<file path="config.mk">
export PLATFORM = sky130hd
export DESIGN_NAME = two_class_priority_queue
export DESIGN_NICKNAME = d
export VERILOG_FILES = /design/src/tpq_pkg.sv /design/src/tpq_mem.sv /design/src/tpq_ctrl.sv /design/src/two_class_priority_queue.sv
export SDC_FILE = /design/constraint.sdc
export NUM_CORES = 1
export LEC_CHECK = 0
export BUFFER_PORTS_ARGS = -buffer_cell sky130_fd_sc_hd__buf_2
export CORE_MARGIN = 5
export CORE_UTILIZATION = 45
export CTS_CLUSTER_DIAMETER = 200
export DETAILED_ROUTE_END_ITERATION = 6
export GPL_TIMING_DRIVEN = 0
export HOLD_SLACK_MARGIN = 0.1
export PLACE_DENSITY = 0.6
export SLEW_MARGIN = 10
export SYNTH_ARGS = -nofsm -noshare
export SYNTH_HDL_FRONTEND = slang
export SYNTH_HIERARCHICAL = 1
export SYNTH_SLANG_ARGS = --single-unit
export TNS_END_PERCENT = 30
</file>
<file path="constraint.sdc">
create_clock -name clk -period 3.6 [get_ports clk]
set_input_delay 1.08 -clock clk [delete_from_list [all_inputs] [get_ports clk]]
set_output_delay 1.08 -clock clk [all_outputs]
set_load 0.1 [all_outputs]
</file>
<file path="src/tpq_pkg.sv">
// Package for the two-class priority queue: defaults, command and status codes, types.
`default_nettype none

package tpq_pkg;

  // Parameter defaults
  localparam int QUEUE_DEPTH_DEF = 16;
  localparam int ID_BITS_DEF     = 10;

  // Port field widths
  localparam int CMD_W   = 2;
  localparam int FID_W   = 10;
  localparam int STAT_W  = 2;
  localparam int COUNT_W = 5;

  // Command codes
  localparam logic [CMD_W-1:0] CMD_ADD    = 2'd0;
  localparam logic [CMD_W-1:0] CMD_REMOVE = 2'd1;
  localparam logic [CMD_W-1:0] CMD_DEPART = 2'd2;
  localparam logic [CMD_W-1:0] CMD_EXISTS = 2'd3;

  // Status codes
  localparam logic [STAT_W-1:0] ST_OK   = 2'd0;
  localparam logic [STAT_W-1:0] ST_FAIL = 2'd1;
  localparam logic [STAT_W-1:0] ST_FULL = 2'd2;

  // Sequencer states
  typedef enum logic [1:0] {
    S_IDLE,
    S_SCAN,
    S_TAIL,
    S_DONE
  } state_t;

  // One result as it leaves the sequencer
  typedef struct packed {
    logic [STAT_W-1:0]  status;
    logic [COUNT_W-1:0] count;
  } result_t;

endpackage

`default_nettype wire

</file>
<file path="src/tpq_mem.sv">
// Entry store: one write port and one read port with registered read data.
`default_nettype none

module tpq_mem #(
  parameter int DEPTH = tpq_pkg::QUEUE_DEPTH_DEF,
  parameter int WIDTH = tpq_pkg::ID_BITS_DEF + 1
) (
  input  wire logic                     clk,
  input  wire logic                     wr_en,
  input  wire logic [$clog2(DEPTH)-1:0] wr_addr,
  input  wire logic [WIDTH-1:0]         wr_data,
  input  wire logic                     rd_en,
  input  wire logic [$clog2(DEPTH)-1:0] rd_addr,
  output logic      [WIDTH-1:0]         rd_data
);

  logic [WIDTH-1:0] mem [DEPTH];

  // Write port
  always_ff @(posedge clk) begin
    if (wr_en) begin
      mem[wr_addr] <= wr_data;
    end
  end

  // Read port, registered read data
  always_ff @(posedge clk) begin
    if (rd_en) begin
      rd_data <= mem[rd_addr];
    end
  end

endmodule

`default_nettype wire

</file>
<file path="src/tpq_ctrl.sv">
// Command sequencer: scans the entry store and shifts entries in a single pass.
`default_nettype none

module tpq_ctrl #(
  parameter int QUEUE_DEPTH = tpq_pkg::QUEUE_DEPTH_DEF,
  parameter int ID_BITS     = tpq_pkg::ID_BITS_DEF
) (
  input  wire logic                            clk,
  input  wire logic                            rst,
  // command channel
  input  wire logic                            in_valid,
  output logic                                 in_ready,
  input  wire logic [tpq_pkg::CMD_W-1:0]       command,
  input  wire logic [tpq_pkg::FID_W-1:0]       entry_id,
  input  wire logic                            entry_class,
  input  wire logic                            urgent,
  input  wire logic                            accepted_class,
  // result channel
  output logic                                 out_valid,
  input  wire logic                            out_ready,
  output tpq_pkg::result_t                     res,
  // entry store
  output logic                                 wr_en,
  output logic [$clog2(QUEUE_DEPTH)-1:0]       wr_addr,
  output logic [ID_BITS:0]                     wr_data,
  output logic                                 rd_en,
  output logic [$clog2(QUEUE_DEPTH)-1:0]       rd_addr,
  input  wire logic [ID_BITS:0]                rd_data
);

  localparam int AW = $clog2(QUEUE_DEPTH);
  localparam int CW = $clog2(QUEUE_DEPTH + 1);

  // control registers
  tpq_pkg::state_t state, state_next;
  logic [CW-1:0]   occ, occ_next;
  logic            out_valid_next;
  logic            dv;

  // working registers
  logic [tpq_pkg::CMD_W-1:0]  cmd_r, cmd_r_next;
  logic [ID_BITS-1:0]         id_r, id_r_next;
  logic [ID_BITS:0]           carry, carry_next;
  logic                       ins, ins_next;
  logic                       found, found_next;
  logic [CW-1:0]              rd_idx, rd_idx_next;
  logic [AW-1:0]              d_idx;
  logic [tpq_pkg::STAT_W-1:0] status_r, status_r_next;
  tpq_pkg::result_t           res_next;

  logic          match;
  logic [CW-1:0] occ_upd;

  assign in_ready = (state == tpq_pkg::S_IDLE);
  assign rd_addr  = rd_idx[AW-1:0];

  // Entry count once the command commits
  always_comb begin
    occ_upd = occ;
    if (status_r == tpq_pkg::ST_OK) begin
      if (cmd_r == tpq_pkg::CMD_ADD) begin
        occ_upd = occ + CW'(1);
      end else if (cmd_r == tpq_pkg::CMD_REMOVE || cmd_r == tpq_pkg::CMD_DEPART) begin
        occ_upd = occ - CW'(1);
      end
    end
  end

  // Id compare on returning read data; depart always hits the head
  always_comb begin
    if (cmd_r == tpq_pkg::CMD_DEPART) begin
      match = (d_idx == '0);
    end else begin
      match = (rd_data[ID_BITS-1:0] == id_r);
    end
  end

  // Next state and store accesses. Reads run one entry ahead of writes, so a
  // read never targets the entry written in the same cycle.
  always_comb begin
    state_next     = state;
    occ_next       = occ;
    out_valid_next = out_valid && !out_ready;
    res_next       = res;
    cmd_r_next     = cmd_r;
    id_r_next      = id_r;
    carry_next     = carry;
    ins_next       = ins;
    found_next     = found;
    rd_idx_next    = rd_idx;
    status_r_next  = status_r;
    rd_en          = 1'b0;
    wr_en          = 1'b0;
    wr_addr        = d_idx;
    wr_data        = carry;

    case (state)
      tpq_pkg::S_IDLE: begin
        if (in_valid) begin
          cmd_r_next  = command;
          id_r_next   = ID_BITS'(entry_id);
          carry_next  = {urgent, ID_BITS'(entry_id)};
          ins_next    = 1'b0;
          found_next  = 1'b0;
          rd_idx_next = '0;
          if (command == tpq_pkg::CMD_ADD) begin
            if (entry_class != accepted_class) begin
              status_r_next = tpq_pkg::ST_FAIL;
              state_next    = tpq_pkg::S_DONE;
            end else if (occ == CW'(QUEUE_DEPTH)) begin
              status_r_next = tpq_pkg::ST_FULL;
              state_next    = tpq_pkg::S_DONE;
            end else if (urgent && occ != '0) begin
              state_next = tpq_pkg::S_SCAN;
            end else begin
              state_next = tpq_pkg::S_TAIL;
            end
          end else if (occ == '0) begin
            status_r_next = tpq_pkg::ST_FAIL;
            state_next    = tpq_pkg::S_DONE;
          end else begin
            state_next = tpq_pkg::S_SCAN;
          end
        end
      end

      tpq_pkg::S_SCAN: begin
        rd_en = (rd_idx != occ);
        if (rd_en) begin
          rd_idx_next = rd_idx + CW'(1);
        end
        if (dv) begin
          case (cmd_r)
            tpq_pkg::CMD_ADD: begin
              // urgent insert: drop the carried entry at the first ordinary slot
              if (ins || !rd_data[ID_BITS]) begin
                wr_en      = 1'b1;
                wr_addr    = d_idx;
                wr_data    = carry;
                carry_next = rd_data;
                ins_next   = 1'b1;
              end
            end
            tpq_pkg::CMD_REMOVE, tpq_pkg::CMD_DEPART: begin
              // close the gap behind the removed entry
              if (found) begin
                wr_en   = 1'b1;
                wr_addr = d_idx - AW'(1);
                wr_data = rd_data;
              end
              if (match) begin
                found_next = 1'b1;
              end
            end
            default: begin
              if (match) begin
                found_next = 1'b1;
              end
            end
          endcase
        end
        if (!rd_en && !dv) begin
          if (cmd_r == tpq_pkg::CMD_ADD) begin
            state_next = tpq_pkg::S_TAIL;
          end else begin
            status_r_next = found ? tpq_pkg::ST_OK : tpq_pkg::ST_FAIL;
            state_next    = tpq_pkg::S_DONE;
          end
        end
      end

      tpq_pkg::S_TAIL: begin
        wr_en         = 1'b1;
        wr_addr       = occ[AW-1:0];
        wr_data       = carry;
        status_r_next = tpq_pkg::ST_OK;
        state_next    = tpq_pkg::S_DONE;
      end

      tpq_pkg::S_DONE: begin
        if (!out_valid || out_ready) begin
          out_valid_next  = 1'b1;
          res_next.status = status_r;
          res_next.count  = tpq_pkg::COUNT_W'(occ_upd);
          occ_next        = occ_upd;
          state_next      = tpq_pkg::S_IDLE;
        end
      end

      default: begin
        state_next = tpq_pkg::S_IDLE;
      end
    endcase
  end

  // Control state
  always_ff @(posedge clk) begin
    if (rst) begin
      state     <= tpq_pkg::S_IDLE;
      occ       <= '0;
      out_valid <= 1'b0;
      dv        <= 1'b0;
    end else begin
      state     <= state_next;
      occ       <= occ_next;
      out_valid <= out_valid_next;
      dv        <= rd_en;
    end
  end

  // Working registers
  always_ff @(posedge clk) begin
    cmd_r    <= cmd_r_next;
    id_r     <= id_r_next;
    carry    <= carry_next;
    ins      <= ins_next;
    found    <= found_next;
    rd_idx   <= rd_idx_next;
    d_idx    <= rd_idx[AW-1:0];
    status_r <= status_r_next;
    res      <= res_next;
  end

endmodule

`default_nettype wire

</file>
<file path="src/two_class_priority_queue.sv">
// Top level of the two-class priority queue: class register, sequencer and entry store.
// Remove, depart and exists on a non-empty queue, and an urgent add to a non-empty queue,
// make one pass over the entries through one read port.
// Throughput: one command at a time; the next is taken once the result is registered.
// Reset (rst, synchronous): empties the queue, drops any pending result, sets the class to 0.
`default_nettype none

module two_class_priority_queue #(
  parameter int QUEUE_DEPTH = tpq_pkg::QUEUE_DEPTH_DEF,
  parameter int ID_BITS     = tpq_pkg::ID_BITS_DEF
) (
  input  wire logic                          clk,
  input  wire logic                          rst,
  // configuration
  input  wire logic                          cfg_we,
  input  wire logic                          cfg_data,
  // command channel
  input  wire logic                          in_valid,
  output logic                               in_ready,
  input  wire logic [tpq_pkg::CMD_W-1:0]     command,
  input  wire logic [tpq_pkg::FID_W-1:0]     entry_id,
  input  wire logic                          entry_class,
  input  wire logic                          urgent,
  // result channel
  output logic                               out_valid,
  input  wire logic                          out_ready,
  output logic [tpq_pkg::STAT_W-1:0]         status,
  output logic [tpq_pkg::COUNT_W-1:0]        entry_count
);

  localparam int AW = $clog2(QUEUE_DEPTH);

  logic             accepted_class;
  tpq_pkg::result_t res;
  logic             wr_en;
  logic [AW-1:0]    wr_addr;
  logic [ID_BITS:0] wr_data;
  logic             rd_en;
  logic [AW-1:0]    rd_addr;
  logic [ID_BITS:0] rd_data;

  // Accepted class register
  always_ff @(posedge clk) begin
    if (rst) begin
      accepted_class <= 1'b0;
    end else if (cfg_we) begin
      accepted_class <= cfg_data;
    end
  end

  tpq_ctrl #(
    .QUEUE_DEPTH (QUEUE_DEPTH),
    .ID_BITS     (ID_BITS)
  ) u_ctrl (
    .clk            (clk),
    .rst            (rst),
    .in_valid       (in_valid),
    .in_ready       (in_ready),
    .command        (command),
    .entry_id       (entry_id),
    .entry_class    (entry_class),
    .urgent         (urgent),
    .accepted_class (accepted_class),
    .out_valid      (out_valid),
    .out_ready      (out_ready),
    .res            (res),
    .wr_en          (wr_en),
    .wr_addr        (wr_addr),
    .wr_data        (wr_data),
    .rd_en          (rd_en),
    .rd_addr        (rd_addr),
    .rd_data        (rd_data)
  );

  tpq_mem #(
    .DEPTH (QUEUE_DEPTH),
    .WIDTH (ID_BITS + 1)
  ) u_mem (
    .clk     (clk),
    .wr_en   (wr_en),
    .wr_addr (wr_addr),
    .wr_data (wr_data),
    .rd_en   (rd_en),
    .rd_addr (rd_addr),
    .rd_data (rd_data)
  );

  // Result fields
  assign status      = res.status;
  assign entry_count = res.count;

endmodule

`default_nettype wire

</file>
After elaboration in Yosys (flattened, before gate mapping). Memories as Yosys holds them, arrays and structs flattened. A register that Yosys moved wholly into a read port is not among the register bits. Index checks and enable logic that the tools add are counted.

Muxes and demuxes: 58. Add/subtract/negate cells: 4. Eq/ne operators: 20. Reductions and logical operators: 28.

Operator list (number): 2-to-1 mux 11 bit (8); 2-to-1 mux 2 bit (15); 2-to-1 mux 5 bit (5); one-hot mux 11 bit (2 select lines) (1); 2-to-1 mux 1 bit (18); != test 2 x 1 -> 1 bit (second input constant) (7); 2-to-1 mux 4 bit (3); adder 5 x 1 -> 5 bit (second input constant) (2); == test 10 bit (1); one-hot mux 5 bit (2 select lines) (1); AND reduction 5 bit (2); logical NOT 2 bit (4); one-hot mux 1 bit (2 select lines) (4); one-hot mux 2 bit (4 select lines) (1); one-hot mux 4 bit (2 select lines) (1); == test 2 bit (second input constant) (3); one-hot mux 2 bit (3 select lines) (1); AND reduction 3 bit (2); AND reduction 6 bit (1); == test 5 bit (second input constant) (1); logical NOT 1 bit (5); logical NOT 5 bit (1); != test 5 bit (1); nonzero test 5 bit (1); other kinds (14) (21).

Memories kept: 1. Memory bits (writable): 176. Register bits after elaboration: 53. Input port bits: 20.

Memory list: u_mem.mem (words 16, bits a word 11, read ports 1, clocked after memory_dff 1, wr ports 1, line tpq_mem.sv:17) `logic [WIDTH-1:0] mem [DEPTH];`.

Longest topological paths before layout.
Depth after elaboration: 8. Depth in mapped cells: 8.

Modules after synthesis. The synthesis kept the hierarchy.

By module, submodules not included: tpq_mem (area each 7108.1 µm², seq. area each 5615.4 µm², cells each 305, times used 1); tpq_ctrl (area each 2861.5 µm², seq. area each 1431.4 µm², cells each 250, times used 1); two_class_priority_queue (area each 33.8 µm², seq. area each 20.0 µm², cells each 3, times used 1).

Worst setup path after synthesis. OpenSTA, ideal clock, no wires.

Path type: register -> register. From: register u_ctrl/cmd_r[1] in the netlist's numbering. To: memory u_mem/mem[0][0] in the netlist's numbering (enable). Arrival: 2.704 ns. Data required time: 3.207 ns. Slack: 0.503 ns. Setup time: 0.393 ns. Stages on the path, launching flop included: 9. Path buffers: 0. Cells stage by stage: edfxtp_1 inv_1 ha_1 nand3_1 nor4_1 mux2i_1 o21ai_1 or3b_2 nor3_1.

RTL lines: start, declared (line tpq_ctrl.sv:41) `logic [tpq_pkg::CMD_W-1:0] cmd_r, cmd_r_next;`; start signal, assigned (line tpq_ctrl.sv:213) `cmd_r <= cmd_r_next;`; == test 2 bit or == test 2 x 1 -> 1 bit (tied branches) (line tpq_ctrl.sv:133) `case (cmd_r)`; OR reduction 2 bit (*) (line tpq_ctrl.sv:133); 2-to-1 mux 4 bit (*); 2-to-1 mux 4 bit (*) (line tpq_ctrl.sv:132) `if (dv) begin`; one-hot mux 4 bit (2 select lines) (*) (line tpq_ctrl.sv:97) `case (state)`; named net wr_addr[3] (line two_class_priority_queue.sv:36) `logic [AW-1:0] wr_addr;`; end, declared (line tpq_mem.sv:17).

Mark *: on every way through the listed nets, which the timed path passes. The rest lies on a longest branch.

Final worst setup path.
From: register u_ctrl/cmd_r[1] in the netlist's numbering. To: memory u_mem/mem[15][1] in the netlist's numbering (enable).

Same word-level chain as after synthesis.

==> impl_metrics.ini <==
[placement]
port_buffers = 28
pre_cts_slack_ns = -0.08315
dp_hpwl_um = 14230
gp_congestion = 0.8731

[detailed_routing]
dr_total_vias = 5266
antenna_left = 0
wl_per_cell_um = 23.46
totalWireLength_um = 21420
via_per_inst = 5.768
drcViolationCount = 0
drt_iter0_drc = 396
dr.pass1.iters = 5

[synthesis]
ys_warn_count = 6
synth_edf_count = 226
syn_area_per_cell_um2 = 17.93
syn_inst = 558
synth.distinct_cells = 53
yosys_register_bits = 240
synthAdderAreaFrac_pct = 1.501
synth_compound_area_share_pct = 4.515
async_reset_ff_share_pct = 0
synth_seq_area_share_pct = 70.64
synth.area.mux_share_pct = 13.76
synth_xor_area_share_pct = 2.101
synth_top_family_by_area = multiplexers
synth_nets = 590
syn_area_um2 = 10000
ys.flop_type = edfxtp_1
yosys.area_share.simple_pct = 5.103

[setup_path]
arrival_ns = 3.66
cp_cell_sequence = inv_1 > ha_1 > nand4_1 > buf_2 > o21ai_1 > a22o_1 > nand2_1 > nor2_1
end_kind = register
crit_fanout = 11
crit_family = simple AND/OR/NAND/NOR gates
cp_slowest_stage_delay_ns = 0.86
crit_buf_inv = 2
criticalPathCategory = register to register
cp-start-kind = register
critPathRequiredTime_ns = 3.72
critPathSlowestCell = nor2_1

[power_and_ir_drop]
peakVddDrop_uv = 407.3
combPwrFrac_pct = 31.4
seqPwrFrac_pct = 43.9
pwr-share-clk_pct = 24.7
powerDensity_nw_per_um2 = 808.0
p_leak_uw = 0.003797
p_sw_uw = 3009
finalPower_uw = 9116
sw_frac_of_total_pct = 33.01
p_int_uw = 6107

[clocking]
numCtsBuffers = 25
cts_tree = built
path_clk_slew_ns = 0.06
root_buffer = clkbuf_16
post_cts_buffers = 0
cts_max_level = 1
cts_sinks = 240
clockBufferDepth = 3
clk_latency_ns = 0.52

[finish]
final_nets = 650
syn_to_final_growth_pct = 12.78
final_layout_size_suffix_gt1_share_pct = 22.27
diodes = 0

[grt]
grt_pass1_vias = 5380
grt_first_pass_wirelength_um = 32680
grt_max_degree = 17
grt.total_usage_pct = 16.62
antenna_found_initial = 0
grt.overflow.total = 0

[job]
drv_cap = 0

[die]
core_area_um2 = 21820
start_util_pct = 45.84
ios = 29
die_height_um = 159.1
fp-row-count = 54
die-width_um = 159.1
die_area_um2 = 25310

[sta]
skew_ns = 0.02027
tightest_slew_ns = 1.108
hold_viol = 0
timing.slew.headroom_pct = 25.86
fin_crit_ns = 3.545
setup_viol = 0
rsz0062_at_grt = true
fin_crit_sh_pct = 98.47
final.setup.worst_slack_ns = 0.05498
tns_ns = 0
drv_slew = 0
max_freq_ghz = 0.2821

[status]
status = complete, no violations

[min_path]
hold_path_class = register to register
-- layer usage --
layer	GRT usage [%]	wire length, um
met5	0	0
met4	4.226	484
met3	3.961	1545
met2	25.40	9617
met1	24.25	9768
-- worst reg2reg max path, delay by kind of cell, from the launching register on --
kind / cells / cell delay (ns)
flops: 1 / 0.38
buf+inv: 2 / 0.41
simple gates: 3 / 1.43
compound gates: 2 / 0.53
fa+ha+maj: 1 / 0.38
-- kinds of logic after synthesis --
family,after synthesis
compound gates,63
mux,73
simple gates,104
flops,240
fa+ha+maj,12
buf+inv,42
xor+xnor,24
-- power by group through the flow --
stage	Combinational, uW	Clock (uW)	Sequential [uW]
after floorplan	1900	0	4070
after global placement	2740	0	4050
after detailed placement	2830	0	4060
after CTS	2840	2320	4010
after global routing	3080	2420	4040
final	2860	2250	4000
-- metrics by stage --
stage	utilization [%]	hold WS, ns	cells	instance area, um2
2_1_floorplan	-	0.4361	558	10000
3_3_place_gp	48.09	0.4942	866	10490
3_5_place_dp	48.38	0.4888	871	10560
4_1_cts	51.62	0.5081	913	11260
5_1_grt	51.70	0.5289	913	11280
6_report	51.70	0.4994	913	11280
-- synthesized netlist by cell type (all sizes together) (2+ instances only) --
library cell | instances | area [um2]
edfxtp | 226 | 6787
mux4 | 44 | 1051
nor2 | 30 | 112.6
nand2 | 26 | 97.59
mux2 | 25 | 285.3
a22oi | 22 | 165.2
buf | 20 | 153.9
xor2 | 17 | 148.9
dfxtp | 14 | 280.3
inv | 14 | 52.55
o21ai | 13 | 65.06
ha | 12 | 150.1
nor3 | 10 | 50.05
clkbuf | 8 | 31.28
nor2b | 8 | 50.05
a21oi | 7 | 35.03
xnor2 | 7 | 61.31
nand3 | 6 | 30.03
nand2b | 5 | 31.28
mux2i | 4 | 40.04
nand4 | 4 | 25.02
nor4 | 4 | 25.02
a211oi | 3 | 22.52
a22o | 3 | 26.28
and2 | 3 | 18.77
o211ai | 3 | 22.52
nand3b | 2 | 15.01
o21bai | 2 | 15.01
or3 | 2 | 12.51
-- layout make-up --
| type | instances | area (um2) |
|---|---|---|
| Buffer | 28 | 185.2 |
| Clock buffer | 32 | 651.9 |
| Clock inverter | 10 | 46.29 |
| Fill cell | 1769 | 10540 |
| Inverter | 14 | 52.55 |
| Multi-Input combinational cell | 276 | 2744 |
| Sequential cell | 240 | 7067 |
| Tap cell | 280 | 350.3 |
| Timing Repair Buffer | 33 | 185.2 |
-- flip-flops by register name, summed over array words and instances (netlist names), 2 cells and up --
name,cells
u_ctrl/carry,11
u_ctrl/d_idx,4
u_mem/mem,176
u_ctrl/res,7
u_ctrl/id_r,10
u_ctrl/rd_idx,5
u_ctrl/state,2
u_ctrl/occ,5
u_ctrl/status_r,2
u_ctrl/cmd_r,2
u_mem/rd_data,11
-- path summary, 6_finish.rpt --
check / end / slack (ns) / from / cells past startpoint
setup / recovery: u_mem/mem[15][1] / 0.05 / u_ctrl/cmd_r[1] / 8
hold / removal: u_ctrl/d_idx[1] / 0.50 / u_ctrl/rd_idx[1] / 0
setup reg to reg: u_mem/mem[15][1] / 0.05 / u_ctrl/cmd_r[1] / 8
hold reg to reg: u_ctrl/d_idx[1] / 0.50 / u_ctrl/rd_idx[1] / 0
-- cells in the final DEF (no fill, tap or decap), types with 7 or more instances in the layout --
| master | Yosys | routed |
|---|---|---|
| nor2_1 | 30 | 23 |
| buf_4 | 4 | 7 |
| nor2b_1 | 8 | 8 |
| xor2_1 | 17 | 17 |
| dfxtp_1 | 14 | 14 |
| inv_1 | 13 | 13 |
| xnor2_1 | 7 | 7 |
| a22oi_1 | 22 | 22 |
| mux2_2 | 11 | 11 |
| edfxtp_1 | 226 | 226 |
| nor2_2 | 0 | 7 |
| clkbuf_16 | 0 | 25 |
| mux2_1 | 13 | 13 |
| clkbuf_1 | 7 | 14 |
| ha_1 | 12 | 12 |
| mux4_2 | 28 | 28 |
| mux4_1 | 16 | 16 |
| nand2_1 | 26 | 26 |
| buf_2 | 9 | 37 |
-- timing repair --
action	CTS	global route
hold buffers	0	0
gates resized for setup	3	4
endpoints found under the setup margin	55	96
Note: power is estimated with default switching activity, not from simulation.
